`src/rtl/wcs_pkg.sv`:
```
// Shared types, register indexes, reset values and constants of the washer cycle sequencer.
`default_nettype none

package wcs_pkg;

    // Sequencer state, one-hot
    typedef enum logic [4:0] {
        ST_IDLE  = 5'b00001,
        ST_FILL  = 5'b00010,
        ST_WASH  = 5'b00100,
        ST_DRAIN = 5'b01000,
        ST_SPIN  = 5'b10000
    } t_phase;

    // Phase codes as seen on the result port
    localparam logic [2:0] PH_IDLE  = 3'd0;
    localparam logic [2:0] PH_FILL  = 3'd1;
    localparam logic [2:0] PH_WASH  = 3'd2;
    localparam logic [2:0] PH_DRAIN = 3'd3;
    localparam logic [2:0] PH_SPIN  = 3'd4;

    // Configuration register indexes
    localparam int CFG_IDX_W = 3;
    localparam int CFG_DATA_W = 16;
    localparam logic [CFG_IDX_W-1:0] REG_FILL_MS     = 3'd0;
    localparam logic [CFG_IDX_W-1:0] REG_DRAIN_MS    = 3'd1;
    localparam logic [CFG_IDX_W-1:0] REG_STEP_MS     = 3'd2;
    localparam logic [CFG_IDX_W-1:0] REG_WASH_STEPS  = 3'd3;
    localparam logic [CFG_IDX_W-1:0] REG_SPIN_STEPS  = 3'd4;
    localparam logic [CFG_IDX_W-1:0] REG_BLINK_HALF  = 3'd5;
    localparam logic [CFG_IDX_W-1:0] REG_START_SPEED = 3'd6;

    // Register reset values
    localparam logic [15:0] RST_FILL_MS     = 16'd2000;
    localparam logic [15:0] RST_DRAIN_MS    = 16'd2000;
    localparam logic [15:0] RST_STEP_MS     = 16'd1000;
    localparam logic [7:0]  RST_WASH_STEPS  = 8'd11;
    localparam logic [7:0]  RST_SPIN_STEPS  = 8'd4;
    localparam logic [15:0] RST_BLINK_HALF  = 16'd1000;
    localparam logic [7:0]  RST_START_SPEED = 8'd63;

    // x / 5 == (x * 0xCCCD) >> 18, exact for every x below 2**16
    localparam logic [16:0] DIV5_MUL   = 17'h0CCCD;
    localparam int          DIV5_SHIFT = 18;

    // LED pair codes: bit 0 first LED, bit 1 second LED
    localparam logic [1:0] LED_FIRST  = 2'b01;
    localparam logic [1:0] LED_SECOND = 2'b10;

endpackage

`default_nettype wire

```
`src/rtl/washer_cycle_sequencer.sv`:
```
// Top level of the washer cycle sequencer: tick input stage, cycle state, blink and result port.
`default_nettype none

// One input word is one 1 ms tick carrying the two button levels; one result word comes back
// for each tick with the relay drives, motor speed, LED pair and phase as they stand after that
// tick. A word sits in the input register, and the next-state logic (a tick counter compare,
// the speed step with saturation, a one-multiply divide-by-five increase in wash and doubling
// in spin, and the blink counter) writes the state registers, which also serve as the result
// register. A word is taken every clock cycle while input stall is low. Input stall rises
// only when the input register is full and the result is held by output stall. Configuration
// must be written while the block is idle (not enforced) and takes effect on the next tick.
module washer_cycle_sequencer #(
    parameter int SPEED_WIDTH = 8
) (
    input  wire logic                           i_clk,
    input  wire logic                           i_rst_n,
    // configuration write port
    input  wire logic                           i_cfg_we,
    input  wire logic [wcs_pkg::CFG_IDX_W-1:0]  i_cfg_idx,
    input  wire logic [wcs_pkg::CFG_DATA_W-1:0] i_cfg_data,
    // tick input channel
    input  wire logic                           i_in_valid,
    output logic                                o_in_stall,
    input  wire logic                           i_btn_wash,
    input  wire logic                           i_btn_spin,
    // result channel
    output logic                                o_out_valid,
    input  wire logic                           i_out_stall,
    output logic                                o_relay_fill,
    output logic                                o_relay_drain,
    output logic [SPEED_WIDTH-1:0]              o_motor_speed,
    output logic                                o_led_first,
    output logic                                o_led_second,
    output logic [2:0]                          o_phase
);

    // working width for speed arithmetic: covers 8-bit start speed and one carry bit
    localparam int WW = SPEED_WIDTH + 9;
    localparam logic [WW-1:0] SPEED_MAX = WW'((1 << SPEED_WIDTH) - 1);
    localparam int PROD_W = SPEED_WIDTH + 17;

    // configuration registers
    logic [15:0] r_fill_ms;
    logic [15:0] r_drain_ms;
    logic [15:0] r_step_ms;
    logic [7:0]  r_wash_steps;
    logic [7:0]  r_spin_steps;
    logic [15:0] r_blink_half;
    logic [7:0]  r_start_speed;

    always_ff @(posedge i_clk) begin
        if (!i_rst_n) begin
            r_fill_ms     <= wcs_pkg::RST_FILL_MS;
            r_drain_ms    <= wcs_pkg::RST_DRAIN_MS;
            r_step_ms     <= wcs_pkg::RST_STEP_MS;
            r_wash_steps  <= wcs_pkg::RST_WASH_STEPS;
            r_spin_steps  <= wcs_pkg::RST_SPIN_STEPS;
            r_blink_half  <= wcs_pkg::RST_BLINK_HALF;
            r_start_speed <= wcs_pkg::RST_START_SPEED;
        end else if (i_cfg_we) begin
            unique case (i_cfg_idx)
                wcs_pkg::REG_FILL_MS:     r_fill_ms     <= i_cfg_data;
                wcs_pkg::REG_DRAIN_MS:    r_drain_ms    <= i_cfg_data;
                wcs_pkg::REG_STEP_MS:     r_step_ms     <= i_cfg_data;
                wcs_pkg::REG_WASH_STEPS:  r_wash_steps  <= i_cfg_data[7:0];
                wcs_pkg::REG_SPIN_STEPS:  r_spin_steps  <= i_cfg_data[7:0];
                wcs_pkg::REG_BLINK_HALF:  r_blink_half  <= i_cfg_data;
                wcs_pkg::REG_START_SPEED: r_start_speed <= i_cfg_data[7:0];
                default: ;
            endcase
        end
    end

    // input register and handshake
    logic r_in_valid;
    logic r_in_wash;
    logic r_in_spin;
    logic r_out_valid;
    logic w_move;

    assign w_move     = r_in_valid && (!r_out_valid || !i_out_stall);
    assign o_in_stall = r_in_valid && r_out_valid && i_out_stall;

    always_ff @(posedge i_clk) begin
        if (!i_rst_n) begin
            r_in_valid <= 1'b0;
        end else if (!o_in_stall) begin
            r_in_valid <= i_in_valid;
        end
    end

    always_ff @(posedge i_clk) begin
        if (!o_in_stall) begin
            r_in_wash <= i_btn_wash;
            r_in_spin <= i_btn_spin;
        end
    end

    always_ff @(posedge i_clk) begin
        if (!i_rst_n) begin
            r_out_valid <= 1'b0;
        end else if (w_move) begin
            r_out_valid <= 1'b1;
        end else if (!i_out_stall) begin
            r_out_valid <= 1'b0;
        end
    end

    // cycle state, doubles as the result register
    wcs_pkg::t_phase         r_phase,      n_phase;
    logic [15:0]             r_tick,       n_tick;
    logic [7:0]              r_step,       n_step;
    logic [SPEED_WIDTH-1:0]  r_speed,      n_speed;
    logic                    r_blink_on,   n_blink_on;
    logic [16:0]             r_blink_cnt,  n_blink_cnt;
    logic [1:0]              r_led_pair,   n_led_pair;

    // speed step candidates
    logic [PROD_W-1:0]       w_prod;
    logic [SPEED_WIDTH-2:0]  w_fifth;
    logic [WW-1:0]           w_start_ext;
    logic [WW-1:0]           w_start_sat;
    logic [WW-1:0]           w_cur_ext;
    logic [WW-1:0]           w_raw_step;
    logic [WW-1:0]           w_step_sat;
    logic                    w_is_spin;

    assign w_is_spin   = (r_phase == wcs_pkg::ST_SPIN);
    assign w_prod      = {{(PROD_W-SPEED_WIDTH){1'b0}}, r_speed} *
                         {{(PROD_W-17){1'b0}}, wcs_pkg::DIV5_MUL};
    assign w_fifth     = w_prod[PROD_W-1:wcs_pkg::DIV5_SHIFT];
    assign w_start_ext = {{(WW-8){1'b0}}, r_start_speed};
    assign w_start_sat = (w_start_ext > SPEED_MAX) ? SPEED_MAX : w_start_ext;
    assign w_cur_ext   = {{(WW-SPEED_WIDTH){1'b0}}, r_speed};

    always_comb begin
        if (r_step == 8'd0) begin
            w_raw_step = w_start_ext;
        end else if (w_is_spin) begin
            w_raw_step = {w_cur_ext[WW-2:0], 1'b0};
        end else begin
            w_raw_step = w_cur_ext + {{(WW-SPEED_WIDTH+1){1'b0}}, w_fifth};
        end
        w_step_sat = (w_raw_step > SPEED_MAX) ? SPEED_MAX : w_raw_step;
    end

    // tick counter and phase limits
    logic [15:0] w_tick_inc;
    logic [15:0] w_limit;
    logic        w_elapsed;
    logic [7:0]  w_steps;

    assign w_tick_inc = r_tick + 16'd1;
    assign w_steps    = w_is_spin ? r_spin_steps : r_wash_steps;

    always_comb begin
        unique case (r_phase)
            wcs_pkg::ST_FILL:  w_limit = r_fill_ms;
            wcs_pkg::ST_DRAIN: w_limit = r_drain_ms;
            default:           w_limit = r_step_ms;
        endcase
    end

    assign w_elapsed = (w_tick_inc >= w_limit);

    // sequencer next state
    always_comb begin
        n_phase    = r_phase;
        n_tick     = r_tick;
        n_step     = r_step;
        n_speed    = r_speed;
        n_blink_on = r_blink_on;
        unique case (r_phase)
            wcs_pkg::ST_FILL, wcs_pkg::ST_DRAIN: begin
                if (w_elapsed) begin
                    // enter motor phase and apply its first step now
                    n_phase = (r_phase == wcs_pkg::ST_FILL) ? wcs_pkg::ST_WASH
                                                            : wcs_pkg::ST_SPIN;
                    n_tick  = 16'd0;
                    n_step  = 8'd1;
                    n_speed = w_start_sat[SPEED_WIDTH-1:0];
                end else begin
                    n_tick = w_tick_inc;
                end
            end
            wcs_pkg::ST_WASH, wcs_pkg::ST_SPIN: begin
                if (!w_elapsed) begin
                    n_tick = w_tick_inc;
                end else if (r_step >= w_steps) begin
                    // motor phase done
                    n_tick  = 16'd0;
                    n_step  = 8'd0;
                    n_speed = '0;
                    if (w_is_spin) begin
                        n_phase    = wcs_pkg::ST_IDLE;
                        n_blink_on = 1'b1;
                    end else begin
                        n_phase = wcs_pkg::ST_DRAIN;
                    end
                end else begin
                    n_tick  = 16'd0;
                    n_step  = r_step + 8'd1;
                    n_speed = w_step_sat[SPEED_WIDTH-1:0];
                end
            end
            default: begin
                // idle; wash has priority over spin
                n_phase = wcs_pkg::ST_IDLE;
                if (r_in_wash) begin
                    n_phase = wcs_pkg::ST_FILL;
                    n_tick  = 16'd0;
                end else if (r_in_spin) begin
                    n_phase = wcs_pkg::ST_DRAIN;
                    n_tick  = 16'd0;
                end
            end
        endcase
    end

    // blink process, runs after the sequencer on the same tick
    logic [16:0] w_blink_base;

    always_comb begin
        n_blink_cnt  = r_blink_cnt;
        n_led_pair   = r_led_pair;
        w_blink_base = (r_blink_cnt >= {r_blink_half, 1'b0}) ? 17'd0 : r_blink_cnt;
        if (n_blink_on) begin
            if (w_blink_base == 17'd0) begin
                n_led_pair = wcs_pkg::LED_SECOND;
            end
            if (w_blink_base == {1'b0, r_blink_half}) begin
                n_led_pair = wcs_pkg::LED_FIRST;
            end
            n_blink_cnt = w_blink_base + 17'd1;
        end
    end

    always_ff @(posedge i_clk) begin
        if (!i_rst_n) begin
            r_phase     <= wcs_pkg::ST_IDLE;
            r_tick      <= 16'd0;
            r_step      <= 8'd0;
            r_speed     <= '0;
            r_blink_on  <= 1'b0;
            r_blink_cnt <= 17'd0;
            r_led_pair  <= 2'b00;
        end else if (w_move) begin
            r_phase     <= n_phase;
            r_tick      <= n_tick;
            r_step      <= n_step;
            r_speed     <= n_speed;
            r_blink_on  <= n_blink_on;
            r_blink_cnt <= n_blink_cnt;
            r_led_pair  <= n_led_pair;
        end
    end

    // result word
    assign o_out_valid   = r_out_valid;
    assign o_relay_fill  = (r_phase == wcs_pkg::ST_FILL);
    assign o_relay_drain = (r_phase == wcs_pkg::ST_DRAIN);
    assign o_motor_speed = r_speed;
    assign o_led_first   = r_led_pair[0];
    assign o_led_second  = r_led_pair[1];

    always_comb begin
        unique case (r_phase)
            wcs_pkg::ST_FILL:  o_phase = wcs_pkg::PH_FILL;
            wcs_pkg::ST_WASH:  o_phase = wcs_pkg::PH_WASH;
            wcs_pkg::ST_DRAIN: o_phase = wcs_pkg::PH_DRAIN;
            wcs_pkg::ST_SPIN:  o_phase = wcs_pkg::PH_SPIN;
            default:           o_phase = wcs_pkg::PH_IDLE;
        endcase
    end

    // checks
    a_speed_only_in_motor: assert property (@(posedge i_clk) disable iff (!i_rst_n)
        (r_speed != '0) |-> (r_phase == wcs_pkg::ST_WASH || r_phase == wcs_pkg::ST_SPIN))
        else $error("motor speed nonzero outside a motor phase");

    a_blink_latched: assert property (@(posedge i_clk) disable iff (!i_rst_n)
        r_blink_on |=> r_blink_on)
        else $error("blink dropped without reset");

    a_leds_dark_before_blink: assert property (@(posedge i_clk) disable iff (!i_rst_n)
        !r_blink_on |-> (r_led_pair == 2'b00))
        else $error("LED lit before blinking started");

    a_state_holds_without_word: assert property (@(posedge i_clk) disable iff (!i_rst_n)
        !w_move |=> ($stable(r_phase) && $stable(r_speed) && $stable(r_blink_cnt)))
        else $error("cycle state changed without a tick word");

    a_stall_needs_full_input: assert property (@(posedge i_clk) disable iff (!i_rst_n)
        o_in_stall |-> (r_in_valid && r_out_valid))
        else $error("input stalled while the pipeline has room");

endmodule

`default_nettype wire
```
`config.mk`:
```
export PLATFORM = sky130hd
export DESIGN_NAME = washer_cycle_sequencer
export DESIGN_NICKNAME = d
export VERILOG_FILES = /design/src/rtl/wcs_pkg.sv /design/src/rtl/washer_cycle_sequencer.sv
export SDC_FILE = /design/constraint.sdc
export NUM_CORES = 1
export LEC_CHECK = 0
export BUFFER_PORTS_ARGS = -buffer_cell sky130_fd_sc_hd__buf_2
export CORE_MARGIN = 2
export CORE_UTILIZATION = 60
export DETAILED_ROUTE_END_ITERATION = 16
export PLACE_DENSITY = 0.78
export SLEW_MARGIN = 5
export SYNTH_ARGS = -nofsm -noshare
export SYNTH_HDL_FRONTEND = slang
export SYNTH_SLANG_ARGS = --single-unit
```
`constraint.sdc`:
```
create_clock -name i_clk -period 6.2 [get_ports i_clk]
set_input_delay 1.24 -clock i_clk [delete_from_list [all_inputs] [get_ports i_clk]]
set_output_delay 1.24 -clock i_clk [all_outputs]
set_load 0.02 [all_outputs]
```
==> impl_metrics.env <==
export IMPL_finalHoldViolCount=0
export IMPL_leakagePower_nw=4.79
export IMPL_finish_net_count=1408
export IMPL_worst_hold_slack_ps=452
export IMPL_power_per_cell_area_nw_per_um2=199
export IMPL_first_global_vias=8016
export IMPL_routed_wirelength_um=24500
export IMPL_post_drt_wl_per_cell_um=16.4
export IMPL_ys_flop_type="dfxtp_1"
export IMPL_rr_worst_depth=23
export IMPL_syn2layout_area_growth_pct=10.6
export IMPL_drv_max_cap_violation_count=0
export IMPL_cts_max_level=4
export IMPL_grt_max_degree=54
export IMPL_io_buffer_count=42
export IMPL_synth_top_area_cell="dfxtp_1"
export IMPL_grt_total_usage_pct=29.1
export IMPL_post_route_cells_drive_above_1_share_pct=8.70
export IMPL_synth_seq_area_share_pct=31.2
export IMPL_drt_vias_per_instance=5.92
export IMPL_post_cts_setup_buffers=0
export IMPL_n_antenna_cell=0
export IMPL_synthesis_nets=1378
export IMPL_clock_fmax_mhz=175
export IMPL_drt_first_iter_violations=764
export IMPL_run_status="finished, final reports clean"
export IMPL_path_class="register to register"
export IMPL_slew_viol_final=0
export IMPL_cts_sinks=149
export IMPL_cp_end_kind="register"
export IMPL_critPathLaunchType="register"
export IMPL_cts_buffers_inserted=17
export IMPL_1st_pass_router_iterations=5
export IMPL_design_die_area_um2=17100
export IMPL_synth_most_common_cell="nand2_1"
export IMPL_synthesis_instances=1233
export IMPL_floorplan_rows=46
export IMPL_pin_count=43
export IMPL_crit_arrival_ps=6020
export IMPL_yosys_cell_types_count=75
export IMPL_filler_cell_count=1363
export IMPL_floorplan_die_width_um=131
export IMPL_met1_usage_pct=40.5
export IMPL_relSlewSlack_pct=20.2
export IMPL_reg2reg_slack_ps=490
export IMPL_timing_worst_slew_pin_value_ps=1190
export IMPL_total_vias_in_the_final_route=8826
export IMPL_routabilityCongestion=0.885
export IMPL_yosys_register_bits=149
export IMPL_regToRegStartpoint="o_motor_speed[6]"
export IMPL_ctsRootBufferMaster="clkbuf_16"
export IMPL_die_height_um=131
export IMPL_setup_violations_final=0
export IMPL_cts_tree="yes"
export IMPL_syn_cell_area_um2=9630
export IMPL_vdd_ir_drop_worst_uv=224
export IMPL_required_ps=6520
export IMPL_drc_errors=0
export IMPL_ant_nets=0
export IMPL_clockBufferDepth=2
export IMPL_layout_min_cycle_time_ps=5710
export IMPL_cts_clk_slew_worst_paths_ps=60
export IMPL_clock_skew_final_ps=14.3
export IMPL_syn_avg_cell_area_um2=7.81
export IMPL_grt_most_used_layer="met2"
export IMPL_min_delay_path_depth=2
export IMPL_async_flop_share_pct=0
export IMPL_cts_hold_buf=0
export IMPL_regToRegEndpoint="o_motor_speed[3]"
export IMPL_clock_insertion_delay_worst_skew_ps=430
export IMPL_yosysWarningCount=0
export IMPL_synth_edff_count=2
export IMPL_gr_total_overflow=0
export IMPL_grt_antenna_before_repair=0
export IMPL_min_period_over_period_pct=92.0
export IMPL_yosys_top_cells_count="nand2_1, dfxtp_1, a21oi_1"
export IMPL_first_pass_grt_wire_length_um=39700
export IMPL_synth_top_area_share_pct=30.6
export IMPL_setup_repair_after_global_routing_missed_its_margin="false"
export IMPL_min_delay_worst_endpoint="r_spin_steps[6]"
export IMPL_hold_path_class="register to register"
export IMPL_cts_repair_resized=0
export IMPL_timing_hold_worst_start="r_spin_steps[6]"
export IMPL_effective_utilization_at_floorplan_pct=61.0
export IMPL_dpl_hpwl_um=17200
export IMPL_fin_setup_tns_ps=0
export IMPL_grt_met3_usage_pct=6.56
export IMPL_path_max_fanout=6
export IMPL_core_um2=15800
export IMPL_grt_use_met2_pct=45.6
export IMPL_synth_top_cells_by_area="dfxtp_1, ha_1, nand2_1, a21oi_1, nand3_1"
## placed cells by master, fill, tap and decap left out, types with 42 or more instances in the layout
cell type,Yosys,routed
nand3_1,68,68
ha_1,104,104
o21ai_0,54,52
nand2_1,248,248
a21oi_1,141,140
nor2_1,66,66
buf_2,10,42
dfxtp_1,147,147
inv_1,74,74
## flip-flops by register name, indices dropped and copies added, names as in the netlist, 16 cells and up
| register | cells |
|---|---|
| r_blink_cnt | 17 |
| r_step_ms | 16 |
| r_blink_half | 16 |
| r_tick | 16 |
| r_drain_ms | 16 |
| r_fill_ms | 16 |
## final cells by class
cell class                 instances  area, um^2  share of cell area, %
timing repair buffer              61         353                   3.32
tap                              216         270                   2.54
sequential                       149        3000                   28.2
clock inverter                    13         131                   1.23
inverter                          75         282                   2.65
multi-input combinational        959        6150                   57.8
clock buffer                      19         453                   4.26
## worst max-delay path, stage by stage, from the launching register on
cell and delay, ps:
dfxtp_1 340, inv_1 80, ha_1 340, fa_1 510, fa_1 440, fa_1 660
inv_1 110, ha_1 290, a2111oi_0 400, nand2_1 90, a31oi_1 150, o21a_1 170
nor2_1 60, xor2_1 140, ha_1 210, fa_1 420, nand3_1 150, a21oi_2 90
o21ai_2 220, o21ai_1 140, a211oi_1 280, o21ai_0 110, a21oi_1 140, nor2_1 60
## layer usage
metal  vias up  wire (um)
li1       4387          -
met1      4108      11300
met2       280      11000
met3        51       1660
met4         0        492
met5         -          0
## power breakdown
part	internal [W]	switching [W]	leakage, nW	total (W)
clock	0.000554	0.000459	0.289	0.00101
sequential	0.000977	0.0000118	1.21	0.000989
combinational	0.0000362	0.0000816	3.29	0.000118
## metrics by stage
step / std cells / area (um^2) / setup WS [ps] / util, % / power, W
4_1_cts: 1492 / 10600 / 282 / 67.4 / 0.00212
5_1_grt: 1492 / 10600 / 54.5 / 67.5 / 0.00218
2_1_floorplan: 1233 / 9630 / 540 / - / 0.00108
3_3_place_gp: 1460 / 10000 / 454 / 63.7 / 0.00112
3_5_place_dp: 1460 / 10000 / 304 / 63.7 / 0.00113
6_report: 1492 / 10600 / 493 / 67.5 / 0.00212
## logic make-up (layout without fill, tap and decap cells)
kind of cell	after synthesis	after routing	synth area share, %
muxes	13	13	1.35
and+or+nand+nor	496	496	23.7
xor gates and xnor gates	35	35	3.18
buffers and inverters	125	168	5.06
DFF	149	149	31.2
AOI/OAI and AO/OA	296	296	18.9
adders and majority gates	119	119	16.6
## how the worst max path moves through the flow
| stage | start | end | slack (ps) | cells past startpoint |
|---|---|---|---|---|
| floorplan | o_motor_speed[6] | o_motor_speed[3] | 540 | 23 |
| global placement | o_motor_speed[6] | o_motor_speed[3] | 450 | 22 |
| detailed placement | o_motor_speed[6] | o_motor_speed[3] | 300 | 23 |
| CTS | o_motor_speed[6] | o_motor_speed[3] | 280 | 23 |
| global route | o_motor_speed[6] | o_motor_speed[7] | 50 | 23 |
| finish | o_motor_speed[6] | o_motor_speed[3] | 490 | 23 |
(Power assumes the default switching activity.)
